File: config.mk
export PLATFORM = sky130hd
export DESIGN_NAME = gas_signal_zscore_index_flat
export DESIGN_NICKNAME = d
export VERILOG_FILES = /design/src/rtl/gsz_pkg.sv /design/src/rtl/gsz_if.sv /design/src/rtl/gsz_div.sv /design/src/rtl/gsz_mul.sv /design/src/rtl/gsz_sqrt.sv /design/src/rtl/gas_signal_zscore_index.sv /design/src/flat_wrapper.sv
export SDC_FILE = /design/constraint.sdc
export NUM_CORES = 2
export LEC_CHECK = 0
export ABC_AREA = 1
export BUFFER_PORTS_ARGS = -buffer_cell sky130_fd_sc_hd__buf_4
export CAP_MARGIN = 20
export CORE_MARGIN = 5
export CORE_UTILIZATION = 30
export CTS_CLUSTER_SIZE = 10
export DETAILED_ROUTE_END_ITERATION = 10
export SLEW_MARGIN = 40
export SYNTH_ARGS = -nofsm -noshare
export SYNTH_HDL_FRONTEND = slang
export SYNTH_SLANG_ARGS = --single-unit
File: constraint.sdc
create_clock -name i_clk -period 4.75 [get_ports i_clk]
set_input_delay 0.2375 -clock i_clk [delete_from_list [all_inputs] [get_ports i_clk]]
set_output_delay 0.2375 -clock i_clk [all_outputs]
set_load 0.02 [all_outputs]
File: src/rtl/gsz_pkg.sv
// Package for the gas signal z-score index block.
// Holds the sequencer state type and the fixed widths and constants.
// No dependencies.
package gsz_pkg;

    // Fixed field and state widths
    localparam int RAW_IN_W  = 16;   // raw_signal field width
    localparam int MEAN_FRAC = 16;   // fraction bits of the mean
    localparam int CNT_W     = 8;    // sample counter and learning_samples
    localparam int IDX_W     = 9;    // index_value width
    localparam int SUM_W     = 48;   // squared deviation sum, Q40.8
    localparam int VAR_W     = 56;   // variance, Q.16
    localparam int SQ_W      = 28;   // std deviation, Q.8
    localparam int DDW       = 36;   // divisor width (std << 8)

    // Arithmetic constants
    localparam int SUM_RND   = 8388608;  // half of the Q.32 to Q.8 step
    localparam int SUM_SH    = 24;
    localparam int SD_MIN    = 256;      // 1.0 in Q.8
    localparam int Q_CLAMP   = 1000;
    localparam int EMA_MUL   = 999;
    localparam int EMA_DIV   = 1000;
    localparam int EMA_RND   = 500;
    localparam int IDX_SCALE = 100;

    localparam logic [CNT_W-1:0] LS_RESET = 8'd100;
    localparam logic [IDX_W-1:0] NEUTRAL  = 9'd100;
    localparam logic [IDX_W-1:0] IDX_MIN  = 9'd1;
    localparam logic [IDX_W-1:0] IDX_MAX  = 9'd500;

    // Sequencer states
    typedef enum logic [3:0] {
        S_IDLE,
        S_DECIDE,
        S_L_DIV,
        S_L_MUL,
        S_X_VDIV,
        S_X_SQRT,
        S_X_MUL1,
        S_X_QDIV,
        S_X_MUL2,
        S_X_MDIV,
        S_OUT
    } t_state;

endpackage

File: src/rtl/gsz_if.sv
// Valid/ready channel interfaces for the sample and result items.
// Depends on gsz_pkg for the field widths.
interface gsz_in_if;
    logic                          valid;
    logic                          ready;
    logic [gsz_pkg::RAW_IN_W-1:0]  raw_sample;
    logic                          restart;

    modport source (output valid, raw_sample, restart, input ready);
    modport sink   (input valid, raw_sample, restart, output ready);
endinterface

interface gsz_out_if;
    logic                        valid;
    logic                        ready;
    logic [gsz_pkg::IDX_W-1:0]   index_value;
    logic                        learning;

    modport source (output valid, index_value, learning, input ready);
    modport sink   (input valid, index_value, learning, output ready);
endinterface

File: src/rtl/gsz_div.sv
// Bit-serial restoring divider, one quotient bit per cycle.
// Standalone; used by the gas_signal_zscore_index sequencer.
module gsz_div #(
    parameter int NW = 56,
    parameter int DW = 36
) (
    input  logic          i_clk,
    input  logic          i_rst_n,
    input  logic          i_start,
    input  logic [NW-1:0] i_num,
    input  logic [DW-1:0] i_den,
    output logic          o_done,
    output logic [NW-1:0] o_quot
);
    localparam int CW = $clog2(NW);

    logic [NW-1:0] r_q, n_q;
    logic [DW-1:0] r_rem, n_rem;
    logic [DW-1:0] r_den;
    logic [CW-1:0] r_cnt;
    logic          r_busy;
    logic          r_done;
    logic [DW:0]   c_sh;
    logic [DW:0]   c_diff;
    logic          c_ge;

    // One restoring step
    always_comb begin
        c_sh   = {r_rem, r_q[NW-1]};
        c_diff = c_sh - {1'b0, r_den};
        c_ge   = (c_sh >= {1'b0, r_den});
        n_rem  = c_ge ? c_diff[DW-1:0] : c_sh[DW-1:0];
        n_q    = {r_q[NW-2:0], c_ge};
    end

    // Control
    always_ff @(posedge i_clk) begin
        if (!i_rst_n) begin
            r_busy <= 1'b0;
            r_done <= 1'b0;
            r_cnt  <= '0;
        end else begin
            r_done <= 1'b0;
            if (i_start) begin
                r_busy <= 1'b1;
                r_cnt  <= '0;
            end else if (r_busy) begin
                r_cnt <= r_cnt + 1'b1;
                if (r_cnt == CW'(NW - 1)) begin
                    r_busy <= 1'b0;
                    r_done <= 1'b1;
                end
            end
        end
    end

    // Datapath
    always_ff @(posedge i_clk) begin
        if (i_start) begin
            r_q   <= i_num;
            r_rem <= '0;
            r_den <= i_den;
        end else if (r_busy) begin
            r_q   <= n_q;
            r_rem <= n_rem;
        end
    end

    assign o_done = r_done;
    assign o_quot = r_q;
endmodule

File: src/rtl/gsz_mul.sv
// Bit-serial shift-add multiplier, one multiplier bit per cycle, MSB first.
// Standalone; used by the gas_signal_zscore_index sequencer.
module gsz_mul #(
    parameter int AW = 32,
    parameter int BW = 32
) (
    input  logic             i_clk,
    input  logic             i_rst_n,
    input  logic             i_start,
    input  logic [AW-1:0]    i_a,
    input  logic [BW-1:0]    i_b,
    output logic             o_done,
    output logic [AW+BW-1:0] o_prod
);
    localparam int PW = AW + BW;
    localparam int CW = $clog2(BW);

    logic [AW-1:0] r_a;
    logic [BW-1:0] r_b;
    logic [PW-1:0] r_acc, n_acc;
    logic [CW-1:0] r_cnt;
    logic          r_busy;
    logic          r_done;

    // Shift and conditionally add
    always_comb begin
        n_acc = {r_acc[PW-2:0], 1'b0} + (r_b[BW-1] ? PW'(r_a) : '0);
    end

    // Control
    always_ff @(posedge i_clk) begin
        if (!i_rst_n) begin
            r_busy <= 1'b0;
            r_done <= 1'b0;
            r_cnt  <= '0;
        end else begin
            r_done <= 1'b0;
            if (i_start) begin
                r_busy <= 1'b1;
                r_cnt  <= '0;
            end else if (r_busy) begin
                r_cnt <= r_cnt + 1'b1;
                if (r_cnt == CW'(BW - 1)) begin
                    r_busy <= 1'b0;
                    r_done <= 1'b1;
                end
            end
        end
    end

    // Datapath
    always_ff @(posedge i_clk) begin
        if (i_start) begin
            r_a   <= i_a;
            r_b   <= i_b;
            r_acc <= '0;
        end else if (r_busy) begin
            r_b   <= {r_b[BW-2:0], 1'b0};
            r_acc <= n_acc;
        end
    end

    assign o_done = r_done;
    assign o_prod = r_acc;
endmodule

File: src/rtl/gsz_sqrt.sv
// Digit-by-digit integer square root, two radicand bits per cycle.
// Depends on gsz_pkg for VAR_W and SQ_W.
module gsz_sqrt (
    input  logic                       i_clk,
    input  logic                       i_rst_n,
    input  logic                       i_start,
    input  logic [gsz_pkg::VAR_W-1:0]  i_val,
    output logic                       o_done,
    output logic [gsz_pkg::SQ_W-1:0]   o_root
);
    localparam int VW = gsz_pkg::VAR_W;
    localparam int RW = gsz_pkg::SQ_W;
    localparam int MW = RW + 2;
    localparam int CW = $clog2(RW);

    logic [VW-1:0] r_val;
    logic [MW-1:0] r_rem, n_rem;
    logic [RW-1:0] r_root, n_root;
    logic [CW-1:0] r_cnt;
    logic          r_busy;
    logic          r_done;
    logic [MW+1:0] c_sh;
    logic [MW+1:0] c_trial;
    logic [MW+1:0] c_diff;
    logic          c_ge;

    // One root digit
    always_comb begin
        c_sh    = {r_rem, r_val[VW-1:VW-2]};
        c_trial = {2'b00, r_root, 2'b01};
        c_diff  = c_sh - c_trial;
        c_ge    = (c_sh >= c_trial);
        n_rem   = c_ge ? c_diff[MW-1:0] : c_sh[MW-1:0];
        n_root  = {r_root[RW-2:0], c_ge};
    end

    // Control
    always_ff @(posedge i_clk) begin
        if (!i_rst_n) begin
            r_busy <= 1'b0;
            r_done <= 1'b0;
            r_cnt  <= '0;
        end else begin
            r_done <= 1'b0;
            if (i_start) begin
                r_busy <= 1'b1;
                r_cnt  <= '0;
            end else if (r_busy) begin
                r_cnt <= r_cnt + 1'b1;
                if (r_cnt == CW'(RW - 1)) begin
                    r_busy <= 1'b0;
                    r_done <= 1'b1;
                end
            end
        end
    end

    // Datapath
    always_ff @(posedge i_clk) begin
        if (i_start) begin
            r_val  <= i_val;
            r_rem  <= '0;
            r_root <= '0;
        end else if (r_busy) begin
            r_val  <= {r_val[VW-3:0], 2'b00};
            r_rem  <= n_rem;
            r_root <= n_root;
        end
    end

    assign o_done = r_done;
    assign o_root = r_root;
endmodule

File: src/rtl/gas_signal_zscore_index.sv
// Top level: gas signal z-score index sequencer and state.
// Depends on gsz_pkg, gsz_if, gsz_div, gsz_mul and gsz_sqrt.
//
//  channel  dir  handshake      payload
//  i_in     in   valid/ready    raw_sample[15:0], restart
//  o_out    out  valid/ready    index_value[8:0], learning
//  i_cfg    in   write enable   learning_samples[7:0]
//
// One item at a time. A learning sample runs a divide and a multiply; an
// index sample runs three divides, a square root and two multiplies. Every
// divide uses the one shared bit-serial divider. Reset is synchronous and
// needs no clearing pass. A result waits in the output register while the next
// item is accepted; the sequencer stalls at its end only if that register is full.
module gas_signal_zscore_index #(
    parameter int RAW_WIDTH = 16
) (
    input  logic                       i_clk,
    input  logic                       i_rst_n,
    input  logic                       i_cfg_we,
    input  logic [gsz_pkg::CNT_W-1:0]  i_cfg_data,
    gsz_in_if.sink                     i_in,
    gsz_out_if.source                  o_out
);
    localparam int MW  = RAW_WIDTH + gsz_pkg::MEAN_FRAC;
    localparam int PW  = 2 * MW;
    localparam int DNW = (MW + 10 > gsz_pkg::VAR_W) ? MW + 10 : gsz_pkg::VAR_W;
    localparam int RXW = (PW + 1 > 72) ? PW + 1 : 72;
    localparam int SW  = gsz_pkg::SUM_W;
    localparam int CW  = gsz_pkg::CNT_W;
    localparam int IW  = gsz_pkg::IDX_W;

    gsz_pkg::t_state r_state, n_state;

    // Architectural state
    logic [CW-1:0] r_ls;
    logic [CW-1:0] r_count;
    logic [MW-1:0] r_mean;
    logic [SW-1:0] r_sum;

    // Working registers
    logic [MW-1:0]               r_raw;
    logic [MW-1:0]               r_mag;
    logic                        r_neg;
    logic [gsz_pkg::SQ_W-1:0]    r_sd;
    logic [IW-1:0]               r_res_index;
    logic                        r_res_learn;

    // Output register
    logic          r_out_valid;
    logic [IW-1:0] r_out_index;
    logic          r_out_learn;

    // Unit connections
    logic                       div_start, div_done;
    logic [DNW-1:0]             div_num, div_quot;
    logic [gsz_pkg::DDW-1:0]    div_den;
    logic                       mul_start, mul_done;
    logic [MW-1:0]              mul_a, mul_b;
    logic [PW-1:0]              mul_prod;
    logic                       sq_start, sq_done;
    logic [gsz_pkg::SQ_W-1:0]   sq_root;

    logic                 c_ready;
    logic                 c_accept;
    logic                 c_out_free;
    logic [RAW_WIDTH-1:0] c_raw_in;
    logic                 c_learn;
    logic                 c_neg;
    logic [MW-1:0]        c_mag;
    logic [CW-1:0]        c_n;
    logic [CW-1:0]        c_vdiv;
    logic [MW-1:0]        c_step;
    logic [MW-1:0]        c_mean_l;
    logic [MW-1:0]        c_d2;
    logic [RXW-1:0]       c_rnd;
    logic [RXW-1:0]       c_shr;
    logic [SW-1:0]        c_add;
    logic [SW:0]          c_sumx;
    logic [SW-1:0]        c_sum_n;
    logic [gsz_pkg::SQ_W-1:0] c_sd;
    logic [9:0]           c_qc;
    logic signed [11:0]   c_idx_raw;
    logic [IW-1:0]        c_idx;

    gsz_div #(.NW(DNW), .DW(gsz_pkg::DDW)) u_div (
        .i_clk   (i_clk),
        .i_rst_n (i_rst_n),
        .i_start (div_start),
        .i_num   (div_num),
        .i_den   (div_den),
        .o_done  (div_done),
        .o_quot  (div_quot)
    );

    gsz_mul #(.AW(MW), .BW(MW)) u_mul (
        .i_clk   (i_clk),
        .i_rst_n (i_rst_n),
        .i_start (mul_start),
        .i_a     (mul_a),
        .i_b     (mul_b),
        .o_done  (mul_done),
        .o_prod  (mul_prod)
    );

    gsz_sqrt u_sqrt (
        .i_clk   (i_clk),
        .i_rst_n (i_rst_n),
        .i_start (sq_start),
        .i_val   (div_quot[gsz_pkg::VAR_W-1:0]),
        .o_done  (sq_done),
        .o_root  (sq_root)
    );

    // Datapath arithmetic between unit steps
    always_comb begin
        c_raw_in = RAW_WIDTH'(i_in.raw_sample);
        c_learn  = (r_count < r_ls);
        c_neg    = (r_raw < r_mean);
        c_mag    = c_neg ? (r_mean - r_raw) : (r_raw - r_mean);
        c_n      = r_count + 1'b1;
        c_vdiv   = (r_count > CW'(1)) ? (r_count - 1'b1) : CW'(1);
        // learning: mean step and second deviation
        c_step   = div_quot[MW-1:0];
        c_mean_l = r_neg ? (r_mean - c_step) : (r_mean + c_step);
        c_d2     = r_mag - c_step;
        // Q.32 product rounded to Q.8, then saturating accumulate
        c_rnd    = RXW'(mul_prod) + RXW'(gsz_pkg::SUM_RND);
        c_shr    = c_rnd >> gsz_pkg::SUM_SH;
        c_add    = (|c_shr[RXW-1:SW]) ? {SW{1'b1}} : c_shr[SW-1:0];
        c_sumx   = {1'b0, r_sum} + {1'b0, c_add};
        c_sum_n  = c_sumx[SW] ? {SW{1'b1}} : c_sumx[SW-1:0];
        // std floor of 1.0
        c_sd     = (sq_root < gsz_pkg::SQ_W'(gsz_pkg::SD_MIN))
                   ? gsz_pkg::SQ_W'(gsz_pkg::SD_MIN) : sq_root;
        // z offset, clamped, then index saturation
        c_qc     = (div_quot > DNW'(gsz_pkg::Q_CLAMP))
                   ? 10'(gsz_pkg::Q_CLAMP) : div_quot[9:0];
        c_idx_raw = r_neg ? (12'sd100 - $signed({2'b00, c_qc}))
                          : (12'sd100 + $signed({2'b00, c_qc}));
        if (c_idx_raw < 12'sd1) begin
            c_idx = gsz_pkg::IDX_MIN;
        end else if (c_idx_raw > 12'sd500) begin
            c_idx = gsz_pkg::IDX_MAX;
        end else begin
            c_idx = c_idx_raw[IW-1:0];
        end
    end

    // Next state
    always_comb begin
        n_state = r_state;
        unique case (r_state)
            gsz_pkg::S_IDLE:   if (i_in.valid) n_state = gsz_pkg::S_DECIDE;
            gsz_pkg::S_DECIDE: n_state = c_learn ? gsz_pkg::S_L_DIV : gsz_pkg::S_X_VDIV;
            gsz_pkg::S_L_DIV:  if (div_done) n_state = gsz_pkg::S_L_MUL;
            gsz_pkg::S_L_MUL:  if (mul_done) n_state = gsz_pkg::S_OUT;
            gsz_pkg::S_X_VDIV: if (div_done) n_state = gsz_pkg::S_X_SQRT;
            gsz_pkg::S_X_SQRT: if (sq_done)  n_state = gsz_pkg::S_X_MUL1;
            gsz_pkg::S_X_MUL1: if (mul_done) n_state = gsz_pkg::S_X_QDIV;
            gsz_pkg::S_X_QDIV: if (div_done) n_state = gsz_pkg::S_X_MUL2;
            gsz_pkg::S_X_MUL2: if (mul_done) n_state = gsz_pkg::S_X_MDIV;
            gsz_pkg::S_X_MDIV: if (div_done) n_state = gsz_pkg::S_OUT;
            gsz_pkg::S_OUT:    if (c_out_free) n_state = gsz_pkg::S_IDLE;
            default:           n_state = gsz_pkg::S_IDLE;
        endcase
    end

    // Control outputs and unit operands
    always_comb begin
        c_ready    = (r_state == gsz_pkg::S_IDLE);
        c_accept   = c_ready && i_in.valid;
        c_out_free = !r_out_valid || o_out.ready;
        div_start  = 1'b0;
        div_num    = '0;
        div_den    = '0;
        mul_start  = 1'b0;
        mul_a      = '0;
        mul_b      = '0;
        sq_start   = 1'b0;
        unique case (r_state)
            gsz_pkg::S_DECIDE: begin
                div_start = 1'b1;
                if (c_learn) begin
                    div_num = DNW'(c_mag) + DNW'(c_n >> 1);
                    div_den = gsz_pkg::DDW'(c_n);
                end else begin
                    div_num = DNW'({r_sum, 8'h00});
                    div_den = gsz_pkg::DDW'(c_vdiv);
                end
            end
            gsz_pkg::S_L_DIV: begin
                mul_start = div_done;
                mul_a     = r_mag;
                mul_b     = c_d2;
            end
            gsz_pkg::S_X_VDIV: begin
                sq_start = div_done;
            end
            gsz_pkg::S_X_SQRT: begin
                mul_start = sq_done;
                mul_a     = r_mag;
                mul_b     = MW'(gsz_pkg::IDX_SCALE);
            end
            gsz_pkg::S_X_MUL1: begin
                div_start = mul_done;
                div_num   = DNW'(mul_prod[MW+6:0]);
                div_den   = {r_sd, 8'h00};
            end
            gsz_pkg::S_X_QDIV: begin
                mul_start = div_done;
                mul_a     = r_mean;
                mul_b     = MW'(gsz_pkg::EMA_MUL);
            end
            gsz_pkg::S_X_MUL2: begin
                div_start = mul_done;
                div_num   = DNW'(mul_prod[MW+9:0]) + DNW'(r_raw)
                          + DNW'(gsz_pkg::EMA_RND);
                div_den   = gsz_pkg::DDW'(gsz_pkg::EMA_DIV);
            end
            default: begin
            end
        endcase
    end

    // State, architectural registers and output register
    always_ff @(posedge i_clk) begin
        if (!i_rst_n) begin
            r_state     <= gsz_pkg::S_IDLE;
            r_ls        <= gsz_pkg::LS_RESET;
            r_count     <= '0;
            r_mean      <= '0;
            r_sum       <= '0;
            r_out_valid <= 1'b0;
        end else begin
            r_state <= n_state;
            if (i_cfg_we) begin
                r_ls <= i_cfg_data;
            end
            // restart flag clears the learned state on accept
            if (c_accept && i_in.restart) begin
                r_count <= '0;
                r_mean  <= '0;
                r_sum   <= '0;
            end
            if (r_state == gsz_pkg::S_DECIDE && c_learn) begin
                r_count <= c_n;
            end
            if (r_state == gsz_pkg::S_L_DIV && div_done) begin
                r_mean <= c_mean_l;
            end
            if (r_state == gsz_pkg::S_L_MUL && mul_done) begin
                r_sum <= c_sum_n;
            end
            if (r_state == gsz_pkg::S_X_MDIV && div_done) begin
                r_mean <= div_quot[MW-1:0];
            end
            // output register
            if (r_state == gsz_pkg::S_OUT && c_out_free) begin
                r_out_valid <= 1'b1;
            end else if (o_out.ready) begin
                r_out_valid <= 1'b0;
            end
        end
    end

    // Working payload registers
    always_ff @(posedge i_clk) begin
        if (c_accept) begin
            r_raw <= {c_raw_in, {gsz_pkg::MEAN_FRAC{1'b0}}};
        end
        if (r_state == gsz_pkg::S_DECIDE) begin
            r_neg <= c_neg;
            r_mag <= c_mag;
        end
        if (r_state == gsz_pkg::S_L_MUL && mul_done) begin
            r_res_index <= gsz_pkg::NEUTRAL;
            r_res_learn <= 1'b1;
        end
        if (r_state == gsz_pkg::S_X_SQRT && sq_done) begin
            r_sd <= c_sd;
        end
        if (r_state == gsz_pkg::S_X_QDIV && div_done) begin
            r_res_index <= c_idx;
            r_res_learn <= 1'b0;
        end
        if (r_state == gsz_pkg::S_OUT && c_out_free) begin
            r_out_index <= r_res_index;
            r_out_learn <= r_res_learn;
        end
    end

    assign i_in.ready        = c_ready;
    assign o_out.valid       = r_out_valid;
    assign o_out.index_value = r_out_index;
    assign o_out.learning    = r_out_learn;

`ifndef SYNTHESIS
    // accepted item always goes to the decision step
    a_accept_decide: assert property (@(posedge i_clk) disable iff (!i_rst_n)
        c_accept |=> (r_state == gsz_pkg::S_DECIDE))
        else $error("accepted item did not enter decide");

    // learning results carry the neutral index
    a_learn_neutral: assert property (@(posedge i_clk) disable iff (!i_rst_n)
        (r_out_valid && r_out_learn) |-> (r_out_index == gsz_pkg::NEUTRAL))
        else $error("learning result not neutral");

    // index results lie in the saturation range
    a_index_range: assert property (@(posedge i_clk) disable iff (!i_rst_n)
        (r_out_valid && !r_out_learn) |->
            (r_out_index >= gsz_pkg::IDX_MIN && r_out_index <= gsz_pkg::IDX_MAX))
        else $error("index out of range");

    // divider finishes only where the sequencer waits on it
    a_div_owner: assert property (@(posedge i_clk) disable iff (!i_rst_n)
        div_done |-> (r_state == gsz_pkg::S_L_DIV || r_state == gsz_pkg::S_X_VDIV ||
                      r_state == gsz_pkg::S_X_QDIV || r_state == gsz_pkg::S_X_MDIV))
        else $error("divider done in wrong state");

    // std floor holds once the root is taken
    a_sd_floor: assert property (@(posedge i_clk) disable iff (!i_rst_n)
        (r_state == gsz_pkg::S_X_MUL1) |->
            (r_sd >= gsz_pkg::SQ_W'(gsz_pkg::SD_MIN)))
        else $error("std below floor");
`endif

endmodule
File: src/flat_wrapper.sv
// flat-port wrapper written by rule: the top's interface ports become plain ports
module gas_signal_zscore_index_flat 
#(
    parameter int RAW_WIDTH = 16
)
  (i_clk, i_rst_n, i_cfg_we, i_cfg_data, i_in_valid, i_in_raw_sample, i_in_restart, i_in_ready, o_out_valid, o_out_index_value, o_out_learning, o_out_ready);
  gsz_in_if i_in_i ();
  gsz_out_if o_out_i ();
  input  logic i_clk;
  input  logic i_rst_n;
  input  logic i_cfg_we;
  input  logic [gsz_pkg::CNT_W-1:0] i_cfg_data;
  input wire logic [$bits(i_in_i.valid)-1:0] i_in_valid;
  input wire logic [$bits(i_in_i.raw_sample)-1:0] i_in_raw_sample;
  input wire logic [$bits(i_in_i.restart)-1:0] i_in_restart;
  output wire logic [$bits(i_in_i.ready)-1:0] i_in_ready;
  output wire logic [$bits(o_out_i.valid)-1:0] o_out_valid;
  output wire logic [$bits(o_out_i.index_value)-1:0] o_out_index_value;
  output wire logic [$bits(o_out_i.learning)-1:0] o_out_learning;
  input wire logic [$bits(o_out_i.ready)-1:0] o_out_ready;
  assign i_in_i.valid = i_in_valid;
  assign i_in_i.raw_sample = i_in_raw_sample;
  assign i_in_i.restart = i_in_restart;
  assign i_in_ready = i_in_i.ready;
  assign o_out_valid = o_out_i.valid;
  assign o_out_index_value = o_out_i.index_value;
  assign o_out_learning = o_out_i.learning;
  assign o_out_i.ready = o_out_ready;
  gas_signal_zscore_index #(.RAW_WIDTH(RAW_WIDTH)) u_core (.i_clk(i_clk), .i_rst_n(i_rst_n), .i_cfg_we(i_cfg_we), .i_cfg_data(i_cfg_data), .i_in(i_in_i), .o_out(o_out_i));
endmodule
==> results.md <==
* Slew Viols, Final at 0
* H-tree depth at 3
* Top-count cell post-synth: nand2_1
* Sequential share of the synthesized area at between 30% and 40%
* Largest net degree at the start of global routing at a little over 60
* Seq cells post-synth at 590
* Synth Flop Type: edfxtp_1
* Hold wc startpoint: o_out_ready
* Global-route wire length before repair at 236000 um
* DR iter-0 viols at approximately 3700
* Die footprint at about 150000 um2
* Cell taking the most area after synthesis: edfxtp_1
* TritonCTS Buffers at 76
* Area of placed instances at between 40000 and 50000 um2
* GPL Wtd Cong at approximately 0.97
* Total Power at around 0.024 W
* Crit Path Max Fanout at 9
* Sw Ratio at between 40% and 50%
* Number of global-route vias before repair at between 40000 and 50000
* Int Power at roughly 0.013 W
* Async set-reset flop share out of synthesis at 0%
* Post-synth EDFFs at slightly above 300
* Crit path top cell by count: nand2_1
* Top cell type's share of synthesized area at a little over a fifth
* Syn. warnings at 0
* GRT Overall Usage at a little under a fifth
* Slack of the critical path at ~0.22 ns
* DR WL met3 at between 10000 and 15000 um
* Sequential share of power at 30.4%
* Top sig layer: met5
* Antenna Violating Nets Remaining at 0
* Detailed Place HPWL at about 120000 um
* Period utilisation layout at a little over nine tenths
* Max IR drop VDD at around 0.30 mV
* Leak pwr at about 22 nW
* Critical R2R Launch: u_core.r_mean[1]
* CP required at 5.12 ns
* Critical path's largest stage delay at between 0.3 and 0.4 ns
* Critical Path Sink Type: register
* Nets at 6702
* Post-Syn Nets at roughly 6600
* Clock Pin Slew Worst Setup and Hold Paths at roughly 0.060 ns
* Width of the die at slightly below 400 um
* Syn Inst Count at 6300
* Number of vias in the routed layout at between 40000 and 50000
* Dpl ws at around 0.18 ns
* Met2 WL at 68400 um
* DRT Pass-1 Iters at 6
* Switching power at ~0.011 W
* Worst setup SP type: register
* Fin. Hold Viols at 0
* Distinct cells, synth at 67
* Top cells by area, synth: edfxtp_1, dfxtp_1, nand2_1, inv_1, ha_1
* CTS sink cnt at 590
* Clk_skew at 0.0384 ns
* Setup TNS at 0 ns
* Fmax at ~0.22 GHz
* Area grow syn2layout at 13.4%
* Die Y at roughly 390 um
* Cell area power density at between 400 and 500 nW/um2
* Drc violations at 0
* Fin area at around 50000 um2
* Vias/cell at ~5.1
* Gr ovfl total at 0
* Max-slew headroom at a little over two fifths
* CP max stage cell: dfxtp_1
* Crit Path Category: register to register
* Slew @ Worst Pin at between 0.8 and 0.9 ns
* Filler Cells Inserted at between 15000 and 20000
* CTS root buffer: clkbuf_16
* Post-Syn Area at between 40000 and 50000 um2
* Final core utilization at 34.3%
* CTS tree: yes
* Met1 Routed Length at ~70000 um
* Worst Hold Class: input pin to register
* WL final at ~160000 um
* CTS max path bufs at 3
* Synth cell count leaders: nand2_1, inv_1, nor2_1
* Final setup violation count at 0
* Tmin final at between 4 and 5 ns
* Port bufs at between 40 and 50
* Row Count at 140
* Share of cells above drive strength 1 at 6.67%
* Max Cap Violations at 0
* WL/cell at 18.5 um
* Clk_lat worst skew at ~0.70 ns
* CP startpoint: u_core.r_mean[1]
* Starting Density at between 30% and 40%
* Antenna violations before repair at 5
* Worst EP arrival at 4.90 ns
* Clock Power Share at ~24%
* Placeable Area at 146000 um2
* CP Cell Sequence: inv_1 > ha_1 > nand3_1 > nor2_2 > nand4_4 > nand3_4 > nand2_1 > xor2_1 > inv_1 > ha_1 > a21o_1 > nand3_1 > nand2_1 > nor2_1 > nor2_1 > nand2_1 > nand2_1 > nand3_1 > nor2_4 > nand2_2 > nor2_4 > nor2_1 > o21ai_0 > a41oi_2
* Outcome: finished clean
* I/O Pins at between 40 and 50
* Post-Syn Area per Cell at ~7.0 um2
* Comb power frac at 45.5%
## critical path: cells and delay by family (launching register included)
kind                       cells  cell delay, ns
and+or+nand+nor               16            2.12
DFF                            1            0.38
AOI/OAI and AO/OA              3            0.57
buffers and inverters          2            0.31
adders and majority gates      2            0.67
xor gates and xnor gates       1            0.16
## what timing repair did
item	in CTS	in global routing
endpoints found under the setup margin	0	49
resized for setup	0	21
hold endpoints to repair	26	0
hold buffers	42	0
buffers inserted	0	10
## metal layers
metal,vias to the layer above,GRT usage [%]
li1,21100,-
met1,19900,26.2
met2,1532,30.6
met3,292,2.76
met4,4,7.19
met5,-,0
## power by group through the flow
stage	combinational, W	sequential [W]	clock, W
finish	0.0108	0.00722	0.00574
global route	0.0120	0.00728	0.00606
CTS	0.0106	0.00719	0.00586
detailed placement	0.0105	0.00729	0
global placement	0.0105	0.00728	0
floorplan	0.00758	0.00689	0
## area by class of cell
type / instances / area, um2 / area share (%)
Antenna cell: 2 / 5.00 / 0.0100
Clock buffer: 120 / 2170 / 4.33
Clock inverter: 20 / 272 / 0.543
Inverter: 955 / 3590 / 7.18
Multi-Input combinational cell: 4563 / 25000 / 50.0
Sequential cell: 590 / 14900 / 29.8
Tap cell: 1917 / 2400 / 4.80
Timing Repair Buffer: 202 / 1700 / 3.40
## registers in the layout, indices dropped and copies added (netlist names), 6 cells and up
register,cells
u_core.u_mul.o_prod,64
u_core.u_div.o_quot,56
u_core.u_sqrt.r_val,56
u_core.r_sum,48
u_core.u_div.r_den,36
u_core.u_div.r_rem,36
u_core.r_mag,32
u_core.r_mean,32
u_core.u_mul.r_a,32
u_core.u_mul.r_b,32
u_core.u_sqrt.r_rem,30
u_core.r_sd,28
u_core.u_sqrt.o_root,28
u_core.r_raw,16
u_core.o_out.index_value,9
u_core.r_res_index,9
u_core.r_count,8
u_core.r_ls,8
u_core.u_div.r_cnt,6
## layout by cell type (no fill, tap or decap), types with 76 or more instances in the layout
cell,count
o21ai_0,518
clkbuf_16,76
a31oi_1,90
nand2_1,1352
a21oi_1,565
dfxtp_1,280
xor2_1,198
buf_4,154
inv_1,922
nand3_1,256
ha_1,268
nor2_1,635
edfxtp_1,308
## logic make-up (layout without fill, tap and decap cells)
logic type               after synthesis  in the layout  share of synthesized area, %
AO/OA/AOI/OAI                       1493           1493                          19.0
other                                  0              2                             0
flip-flops                           590            590                          33.8
AND/OR/NAND/NOR                     2526           2526                          23.9
adder cells (fa/ha/maj)              284            284                          8.19
XOR/XNOR                             260            260                          5.16
buffers and inverters               1147           1297                          9.93
## final timing paths
kind,end,slack (ns),depth (start not counted)
worst max-delay path,u_core.u_div.o_quot[13],0.22,24
worst min-delay path,u_core.o_out.valid,0.18,4
worst max register to register,u_core.u_div.o_quot[13],0.22,24
worst min register to register,u_core.o_out.index_value[1],0.42,0
## per-stage QoR
step	hold slack, ns	std cells
finish	0.184	8369
global route	0.193	8367
CTS	0.143	8357
detailed placement	0.405	8175
global placement	0.407	8173
floorplan	0.336	6300
Power figures use the tool's default switching activity.
